**src/rtl/core/rstp_port_transmit_fsm_assert.svh**
```systemverilog
// ----------------------------------------------------------------------------
// Assertion macros for the RSTP port transmit machine
// Concurrent assertion wrappers clocked on aclk; compiled out with ASSERT_OFF.
// ----------------------------------------------------------------------------
`ifndef RSTP_PORT_TRANSMIT_FSM_ASSERT_SVH
`define RSTP_PORT_TRANSMIT_FSM_ASSERT_SVH

`ifndef ASSERT_OFF
// checked only while out of reset
`define RSTP_ASSERT(lbl, prop, msg) \
    lbl: assert property (@(posedge aclk) disable iff (!aresetn) (prop)) else $error(msg);
// checked at every edge, reset included
`define RSTP_ASSERT_ALWAYS(lbl, prop, msg) \
    lbl: assert property (@(posedge aclk) (prop)) else $error(msg);
`else
`define RSTP_ASSERT(lbl, prop, msg)
`define RSTP_ASSERT_ALWAYS(lbl, prop, msg)
`endif

`endif

```
**src/rtl/core/rstp_tx_pkg.sv**
```systemverilog
// ----------------------------------------------------------------------------
// RSTP port transmit package
// States, action and role codes, BPDU kinds and shared types.
// ----------------------------------------------------------------------------
package rstp_tx_pkg;

    // transmit machine states
    typedef enum logic [2:0] {
        ST_INIT     = 3'd0,
        ST_IDLE     = 3'd1,
        ST_PERIODIC = 3'd2,
        ST_CONFIG   = 3'd3,
        ST_TCN      = 3'd4,
        ST_RSTP     = 3'd5
    } tx_state_t;

    // action codes carried in tuser
    localparam logic [2:0] ACT_BEGIN      = 3'd0;
    localparam logic [2:0] ACT_EVALUATE   = 3'd1;
    localparam logic [2:0] ACT_TICK       = 3'd2;
    localparam logic [2:0] ACT_SET_NEW    = 3'd3;
    localparam logic [2:0] ACT_SET_TC_ACK = 3'd4;

    // port roles
    localparam logic [2:0] ROLE_DISABLED = 3'd0;
    localparam logic [2:0] ROLE_RT       = 3'd1;
    localparam logic [2:0] ROLE_DESIG    = 3'd2;
    localparam logic [2:0] ROLE_ALT      = 3'd3;
    localparam logic [2:0] ROLE_BK       = 3'd4;

    // BPDU role field encoding
    localparam logic [1:0] RCODE_UNKNOWN = 2'd0;
    localparam logic [1:0] RCODE_ALT_BK  = 2'd1;
    localparam logic [1:0] RCODE_ROOT    = 2'd2;
    localparam logic [1:0] RCODE_DESIG   = 2'd3;

    // BPDU kinds
    localparam logic [1:0] KIND_NONE   = 2'd0;
    localparam logic [1:0] KIND_CONFIG = 2'd1;
    localparam logic [1:0] KIND_TCN    = 2'd2;
    localparam logic [1:0] KIND_RSTP   = 2'd3;

    // configuration register indexes and reset values
    localparam logic CFG_HELLO_TIME = 1'b0;
    localparam logic CFG_TX_HOLD    = 1'b1;
    localparam logic [3:0] HELLO_TIME_RST = 4'd2;
    localparam logic [3:0] TX_HOLD_RST    = 4'd6;
    localparam logic [3:0] TX_COUNT_MAX   = 4'd15;

    // machine variables
    typedef struct packed {
        tx_state_t  machine_state;
        logic       entry_done;
        logic       new_info;
        logic [3:0] tx_count;
        logic [3:0] hello_when;
        logic       tc_ack;
    } tx_vars_t;

    // one input transaction
    typedef struct packed {
        logic [2:0] action;
        logic       send_rstp;
        logic       selected;
        logic       updt_info;
        logic [2:0] port_role;
        logic       tc_while_active;
        logic       agree;
        logic       proposing;
        logic       learning;
        logic       forwarding;
    } tx_item_t;

    // BPDU report of one step
    typedef struct packed {
        logic [1:0] tx_kind;
        logic [7:0] bpdu_flags;
    } tx_bpdu_t;

    function automatic logic [1:0] role_code(input logic [2:0] role);
        logic [1:0] code;
        code = RCODE_UNKNOWN;
        if (role == ROLE_ALT || role == ROLE_BK) begin
            code = RCODE_ALT_BK;
        end else if (role == ROLE_RT) begin
            code = RCODE_ROOT;
        end else if (role == ROLE_DESIG) begin
            code = RCODE_DESIG;
        end
        return code;
    endfunction

endpackage

```
**src/rtl/core/rstp_tx_eval.sv**
```systemverilog
// ----------------------------------------------------------------------------
// RSTP transmit step logic
// Next machine variables and BPDU report for one action.
// ----------------------------------------------------------------------------
module rstp_tx_eval
    import rstp_tx_pkg::*;
(
    input  tx_vars_t   vars,
    input  tx_item_t   item,
    input  logic [3:0] hello_time,
    input  logic [3:0] tx_hold_count,
    output tx_vars_t   vars_next,
    output tx_bpdu_t   bpdu
);

    logic [3:0] hello_eff;
    logic       gate;
    logic       cond;
    logic [3:0] tx_inc;

    // idle entry loads hello timer once; send conditions
    assign hello_eff = vars.entry_done ? vars.hello_when : hello_time;
    assign gate      = item.selected && !item.updt_info;
    assign cond      = gate && vars.new_info && (vars.tx_count < tx_hold_count)
                       && (hello_eff != 4'd0);
    assign tx_inc    = (vars.tx_count == TX_COUNT_MAX) ? vars.tx_count
                                                       : vars.tx_count + 4'd1;

    // next machine variables
    always_comb begin
        vars_next = vars;
        unique case (item.action)
            ACT_BEGIN: begin
                vars_next.machine_state = ST_INIT;
                vars_next.entry_done    = 1'b0;
            end
            ACT_TICK: begin
                if (vars.hello_when != 4'd0) vars_next.hello_when = vars.hello_when - 4'd1;
                if (vars.tx_count != 4'd0) vars_next.tx_count = vars.tx_count - 4'd1;
            end
            ACT_SET_NEW: begin
                vars_next.new_info = 1'b1;
            end
            ACT_SET_TC_ACK: begin
                vars_next.tc_ack = 1'b1;
            end
            ACT_EVALUATE: begin
                unique case (vars.machine_state)
                    ST_IDLE: begin
                        vars_next.hello_when = hello_eff;
                        vars_next.entry_done = 1'b0;
                        priority if (item.send_rstp && cond) begin
                            vars_next.machine_state = ST_RSTP;
                        end else if (!item.send_rstp && item.port_role == ROLE_RT
                                     && cond) begin
                            vars_next.machine_state = ST_TCN;
                        end else if (!item.send_rstp && item.port_role == ROLE_DESIG
                                     && cond) begin
                            vars_next.machine_state = ST_CONFIG;
                        end else if (gate && hello_eff == 4'd0) begin
                            vars_next.machine_state = ST_PERIODIC;
                        end else begin
                            vars_next.entry_done = 1'b1;
                        end
                    end
                    ST_PERIODIC: begin
                        if (item.port_role == ROLE_DESIG
                            || (item.port_role == ROLE_RT && item.tc_while_active)) begin
                            vars_next.new_info = 1'b1;
                        end
                        vars_next.machine_state = ST_IDLE;
                        vars_next.entry_done    = 1'b0;
                    end
                    ST_CONFIG, ST_RSTP: begin
                        vars_next.new_info      = 1'b0;
                        vars_next.tx_count      = tx_inc;
                        vars_next.machine_state = ST_IDLE;
                        vars_next.entry_done    = 1'b0;
                        vars_next.tc_ack        = 1'b0;
                    end
                    ST_TCN: begin
                        vars_next.new_info      = 1'b0;
                        vars_next.tx_count      = tx_inc;
                        vars_next.machine_state = ST_IDLE;
                        vars_next.entry_done    = 1'b0;
                    end
                    default: begin
                        // init, and any stray code
                        vars_next.new_info      = 1'b1;
                        vars_next.tx_count      = 4'd0;
                        vars_next.machine_state = ST_IDLE;
                        vars_next.entry_done    = 1'b0;
                    end
                endcase
            end
            default: begin
                // unused action codes leave everything alone
            end
        endcase
    end

    // BPDU kind and flags byte
    always_comb begin
        bpdu.tx_kind    = KIND_NONE;
        bpdu.bpdu_flags = 8'h00;
        if (item.action == ACT_EVALUATE) begin
            unique case (vars.machine_state)
                ST_CONFIG: begin
                    bpdu.tx_kind    = KIND_CONFIG;
                    bpdu.bpdu_flags = {vars.tc_ack, 6'b0, item.tc_while_active};
                end
                ST_TCN: begin
                    bpdu.tx_kind = KIND_TCN;
                end
                ST_RSTP: begin
                    bpdu.tx_kind    = KIND_RSTP;
                    bpdu.bpdu_flags = {1'b0, item.agree, item.forwarding, item.learning,
                                       role_code(item.port_role), item.proposing,
                                       item.tc_while_active};
                end
                default: begin
                    // no transmission from init, idle or periodic
                end
            endcase
        end
    end

endmodule

```
**src/rtl/core/rstp_port_transmit_fsm.sv**
```systemverilog
// ----------------------------------------------------------------------------
// RSTP port transmit machine
// Spanning-tree port transmit state machine with hello and transmit counters.
// ----------------------------------------------------------------------------
// One action per input transaction (begin, evaluate, tick, set new info, set
// tc ack) steps the transmit machine and yields exactly one result: the BPDU
// kind and flags byte sent by that step, plus the machine state, transmit
// count and new-info flag afterwards. The block takes one transaction per
// cycle while results are taken; a result passes the input register, one
// pass of the step logic, and the result register. A stalled result holds
// the input register and so stalls the input. Machine variables update in
// the step stage, so consecutive transactions see each other's effect.
// Configuration writes take effect at once and must be made by the user
// while no transaction is in flight; the block does not enforce this.
module rstp_port_transmit_fsm
    import rstp_tx_pkg::*;
(
    input  logic        aclk,
    input  logic        aresetn,
    // configuration
    input  logic        cfg_we,
    input  logic        cfg_addr,
    input  logic [3:0]  cfg_wdata,
    // input channel
    input  logic        s_tvalid,
    output logic        s_tready,
    // [0] send_rstp, [1] selected, [2] updt_info, [5:3] port_role,
    // [6] tc_while_active, [7] agree, [8] proposing, [9] learning,
    // [10] forwarding, [15:11] zero
    input  logic [15:0] s_tdata,
    // [2:0] action
    input  logic [2:0]  s_tuser,
    // result channel
    output logic        m_tvalid,
    input  logic        m_tready,
    // [7:0] bpdu_flags, [10:8] fsm_state, [14:11] tx_count_now,
    // [15] new_info_now
    output logic [15:0] m_tdata,
    // [1:0] tx_kind
    output logic [1:0]  m_tuser
);

    logic [3:0] hello_time_reg;
    logic [3:0] tx_hold_reg;
    logic       in_valid_reg;
    tx_item_t   in_item_reg;
    logic       out_valid_reg;
    logic [15:0] out_data_reg;
    logic [1:0] out_kind_reg;
    tx_vars_t   vars_reg;
    tx_vars_t   vars_next;
    tx_bpdu_t   bpdu;
    logic       out_free;
    logic       fire;

    // handshake: the result register frees the step stage
    assign out_free = !out_valid_reg || m_tready;
    assign fire     = in_valid_reg && out_free;
    assign s_tready = !in_valid_reg || out_free;

    // configuration registers
    always_ff @(posedge aclk) begin
        if (!aresetn) begin
            hello_time_reg <= HELLO_TIME_RST;
            tx_hold_reg    <= TX_HOLD_RST;
        end else if (cfg_we) begin
            if (cfg_addr == CFG_HELLO_TIME) hello_time_reg <= cfg_wdata;
            if (cfg_addr == CFG_TX_HOLD) tx_hold_reg <= cfg_wdata;
        end
    end

    // input register
    always_ff @(posedge aclk) begin
        if (!aresetn) begin
            in_valid_reg <= 1'b0;
        end else if (s_tready) begin
            in_valid_reg <= s_tvalid;
        end
    end

    always_ff @(posedge aclk) begin
        if (s_tvalid && s_tready) begin
            in_item_reg <= tx_item_t'({s_tuser, s_tdata[0], s_tdata[1], s_tdata[2],
                                       s_tdata[5:3], s_tdata[6], s_tdata[7],
                                       s_tdata[8], s_tdata[9], s_tdata[10]});
        end
    end

    // step logic
    rstp_tx_eval u_eval (
        .vars          (vars_reg),
        .item          (in_item_reg),
        .hello_time    (hello_time_reg),
        .tx_hold_count (tx_hold_reg),
        .vars_next     (vars_next),
        .bpdu          (bpdu)
    );

    // machine variables
    always_ff @(posedge aclk) begin
        if (!aresetn) begin
            vars_reg <= '{machine_state: ST_INIT, entry_done: 1'b0, new_info: 1'b0,
                          tx_count: 4'd0, hello_when: 4'd0, tc_ack: 1'b0};
        end else if (fire) begin
            vars_reg <= vars_next;
        end
    end

    // result register
    always_ff @(posedge aclk) begin
        if (!aresetn) begin
            out_valid_reg <= 1'b0;
        end else if (out_free) begin
            out_valid_reg <= in_valid_reg;
        end
    end

    always_ff @(posedge aclk) begin
        if (fire) begin
            out_kind_reg <= bpdu.tx_kind;
            out_data_reg <= {vars_next.new_info, vars_next.tx_count,
                             vars_next.machine_state, bpdu.bpdu_flags};
        end
    end

    assign m_tvalid = out_valid_reg;
    assign m_tdata  = out_data_reg;
    assign m_tuser  = out_kind_reg;

    // checks
    `include "rstp_port_transmit_fsm_assert.svh"

    `RSTP_ASSERT(a_quiet_flags, m_tvalid && (m_tuser == KIND_NONE || m_tuser == KIND_TCN) |-> m_tdata[7:0] == 8'h00, "flags set without a flagged BPDU")
    `RSTP_ASSERT(a_send_to_idle, m_tvalid && m_tuser != KIND_NONE |-> m_tdata[10:8] == ST_IDLE, "transmit step did not return to idle")
    `RSTP_ASSERT(a_count_holds, !fire |=> $stable(vars_reg), "machine variables changed without a step")
    `RSTP_ASSERT_ALWAYS(a_reset_state, !aresetn |=> vars_reg.machine_state == ST_INIT && !m_tvalid && !in_valid_reg, "reset did not clear the machine")

endmodule

```
**config.mk**
```make
export PLATFORM = sky130hd
export DESIGN_NAME = rstp_port_transmit_fsm
export DESIGN_NICKNAME = d
export VERILOG_FILES = /design/src/rtl/core/rstp_tx_pkg.sv /design/src/rtl/core/rstp_tx_eval.sv /design/src/rtl/core/rstp_port_transmit_fsm.sv
export VERILOG_INCLUDE_DIRS = /design/src /design/src/rtl/core
export SDC_FILE = /design/constraint.sdc
export NUM_CORES = 1
export LEC_CHECK = 0
export BUFFER_PORTS_ARGS = -buffer_cell sky130_fd_sc_hd__buf_4
export CORE_MARGIN = 5
export CORE_UTILIZATION = 60
export DETAILED_ROUTE_END_ITERATION = 8
export PLACE_DENSITY = 0.92
export SLEW_MARGIN = 25
export SYNTH_ARGS = -nofsm -noshare
export SYNTH_HDL_FRONTEND = slang
export SYNTH_HIERARCHICAL = 1
export SYNTH_SLANG_ARGS = --single-unit
```
**constraint.sdc**
```tcl
create_clock -name aclk -period 3.2 [get_ports aclk]
set_clock_uncertainty 0.1 [all_clocks]
set_input_delay 0.96 -clock aclk [delete_from_list [all_inputs] [get_ports aclk]]
set_output_delay 0.96 -clock aclk [all_outputs]
set_load 0.02 [all_outputs]
```
==> results.sh <==
export IMPL_status="finished clean"
export IMPL_p_clk_share_pct=29.9
export IMPL_dp_slack_ns=0.660
export IMPL_initial_core_util_pct=60.8
export IMPL_die_h_um=78.7
export IMPL_hold_path_depth=2
export IMPL_synth_edff_count=32
export IMPL_path_max_fanout=4
export IMPL_vias=2132
export IMPL_end_kind="output port"
export IMPL_nNetsFinal=347
export IMPL_largest_reg_flops=16
export IMPL_syn_area_sq_um=2840
export IMPL_yosysTopAreaCell="edfxtp_1"
export IMPL_cts_buffer_depth=2
export IMPL_cts_tree="yes"
export IMPL_antenna_left=0
export IMPL_start_kind="input port"
export IMPL_grt_pass1_wl_um=9560
export IMPL_port_buffers=43
export IMPL_power_switching_uw=325
export IMPL_timing_final_crit_share_pct=79.3
export IMPL_synth_yosys_seq_area_share_pct=50.8
export IMPL_fill_cells=335
export IMPL_die_area_sq_um=6200
export IMPL_finalSetupTns_ns=0
export IMPL_regToRegEndpoint="vars_reg[12]$_SDFFE_PN0P_"
export IMPL_stdcell_count=367
export IMPL_grt_max_degree=39
export IMPL_grt_util_all_layers_pct=19.5
export IMPL_wl_um=5380
export IMPL_drv_slew=0
export IMPL_antenna_found_initial=0
export IMPL_powerDensity_nw_per_um2=410
export IMPL_dpl_hpwl_um=3830
export IMPL_sequentialPowerShare_pct=60.5
export IMPL_peakVddDrop_v=0.000278
export IMPL_seq_area_sq_um=1440
export IMPL_synthCells=272
export IMPL_final_setup_viol_count=0
export IMPL_antenna_cells=0
export IMPL_first_pass_iters=4
export IMPL_globalRouteOverflowTotal=0
export IMPL_maxCapViolCount=0
export IMPL_drc=0
export IMPL_avgSynthCellArea_sq_um=10.4
export IMPL_cts_sinks=56
export IMPL_rows=25
export IMPL_r2r_start="vars_reg[8]$_SDFFE_PN0P_"
export IMPL_crit_arrival_ns=1.48
export IMPL_dr_first_iter_drc_count=224
export IMPL_clk_latency_ns=0.32
export IMPL_ys_seq_elements=56
export IMPL_ctsHoldBuffers=0
export IMPL_rsz0062_at_grt="false"
export IMPL_core_sq_um=4660
export IMPL_wl_per_cell_um=14.7
export IMPL_ff2ff_path_depth=7
export IMPL_synth_top_area_share_pct=33.9
export IMPL_intPower_uw=1010
export IMPL_root_buffer="clkbuf_8"
export IMPL_power_total_uw=1330
export IMPL_yosys_warnings=6
export IMPL_grt_pass1_vias=2103
export IMPL_drive_above_1_share_pct=21.4
export IMPL_synthFlopType="edfxtp_1"
export IMPL_multi_input_area_sq_um=1280
export IMPL_worstMarginPinSlew_ns=0.629
export IMPL_cts_max_level=2
export IMPL_cts_buffers=5
export IMPL_power_leakage_uw=0.00124
export IMPL_post_cts_resized=0
export IMPL_switching_share_pct=24.4
export IMPL_hold_start="tx_hold_reg[1]$_SDFFE_PN1P_"
export IMPL_synth_common_cells="nand2_1, edfxtp_1, dfxtp_1"
export IMPL_post_synth_top_count_cell="nand2_1"
export IMPL_postCtsSetupBuffers=0
export IMPL_hp_class="reg -> reg"
export IMPL_yosysUniqueCellTypes=60
export IMPL_place_gp_congestion=0.870
export IMPL_syn_nets=307
export IMPL_critical_path_class="in -> out"
export IMPL_dp_cells=359
export IMPL_worst_slack_ns=0.662
export IMPL_finalHoldViolCount=0
export IMPL_avgViaCountPerCell=5.81
export IMPL_required_ns=2.14
export IMPL_maxSlewHeadroom_pct=58.1
export IMPL_max_freq_mhz=394
export IMPL_comb_power_share_pct=9.6
export IMPL_rrSetupSlack_ns=1.02
export IMPL_chipWidth_um=78.7
export IMPL_ios=49
export IMPL_async_flop_share_pct=0
export IMPL_synth_area_leaders="edfxtp_1, dfxtp_1, mux2i_1"
export IMPL_areaGrowthSynthToFinish_pct=14.7
export IMPL_whs_endpoint="tx_hold_reg[1]$_SDFFE_PN1P_"
export IMPL_min_period_ns=2.54
export IMPL_clkTransAtPathRegs_ns=0.10
## placed cells by master (no fill, tap or decap), types with 4 or more instances in the layout
cell,instances
nand2_1,43
buf_4,44
a21oi_1,11
dfxtp_1,24
inv_1,11
nor2b_1,6
mux2i_1,19
nand3b_1,4
nor3_1,6
and2_1,6
o21ai_0,7
nor2_1,14
o21ai_1,4
ha_1,6
nand2b_1,6
clkbuf_8,5
edfxtp_1,32
nand3_1,13
## stage by stage
stage          hold slack [ns]  cell area, sq um  util (%)
2_1_floorplan            0.335              2840         -
3_3_place_gp             0.355              3160      67.8
3_5_place_dp             0.362              3160      67.8
4_1_cts                  0.379              3250      69.8
5_1_grt                  0.403              3250      69.8
6_report                 0.378              3250      69.8
## final cells by class
class                      instances  share of cell area (%)
clock buffer                       5                    2.12
clock inverter                     3                   0.770
inverter                          11                    1.27
multi-input combinational        194                    39.3
sequential                        56                    44.3
tap                               54                    2.08
timing repair buffer              44                    10.2
## layer usage
layer	up-vias	share of wire, %	GRT usage (%)
met5	-	0	0
met4	0	1.4	7.52
met3	10	5.5	4.65
met2	78	51	32.9
met1	984	42	24.1
li1	1060	-	-
## worst max-delay path, cell delays in order
cell and delay, ns:
buf_4 0.12, nor2b_4 0.15, nand2_1 0.08, buf_4 0.16
## worst max path at each step
stage | from | end | slack, ns | cells past startpoint
detailed placement | m_tready | s_tready | 0.66 | 4
floorplan | m_tready | s_tready | 0.90 | 2
CTS | m_tready | s_tready | 0.66 | 4
global route | m_tready | s_tready | 0.62 | 4
finish | m_tready | s_tready | 0.66 | 4
global placement | m_tready | s_tready | 0.67 | 4
## cell families after synthesis
logic type | count (synthesis) | synth area share, %
AOI/OAI and AO/OA | 47 | 11.8
buffers and inverters | 22 | 4.28
DFF | 56 | 50.8
adders and majority gates | 6 | 2.65
muxes | 19 | 6.71
xor gates and xnor gates | 2 | 0.618
and+or+nand+nor | 120 | 23.1
## power groups by stage
| stage | Sequential, uW | Clock [uW] | Combinational [uW] |
|---|---|---|---|
| CTS | 806 | 409 | 129 |
| detailed placement | 823 | 0 | 128 |
| finish | 806 | 398 | 128 |
| global placement | 821 | 0 | 125 |
| floorplan | 828 | 0 | 73.9 |
| global route | 811 | 434 | 141 |
Power figures use the tool's default switching activity.
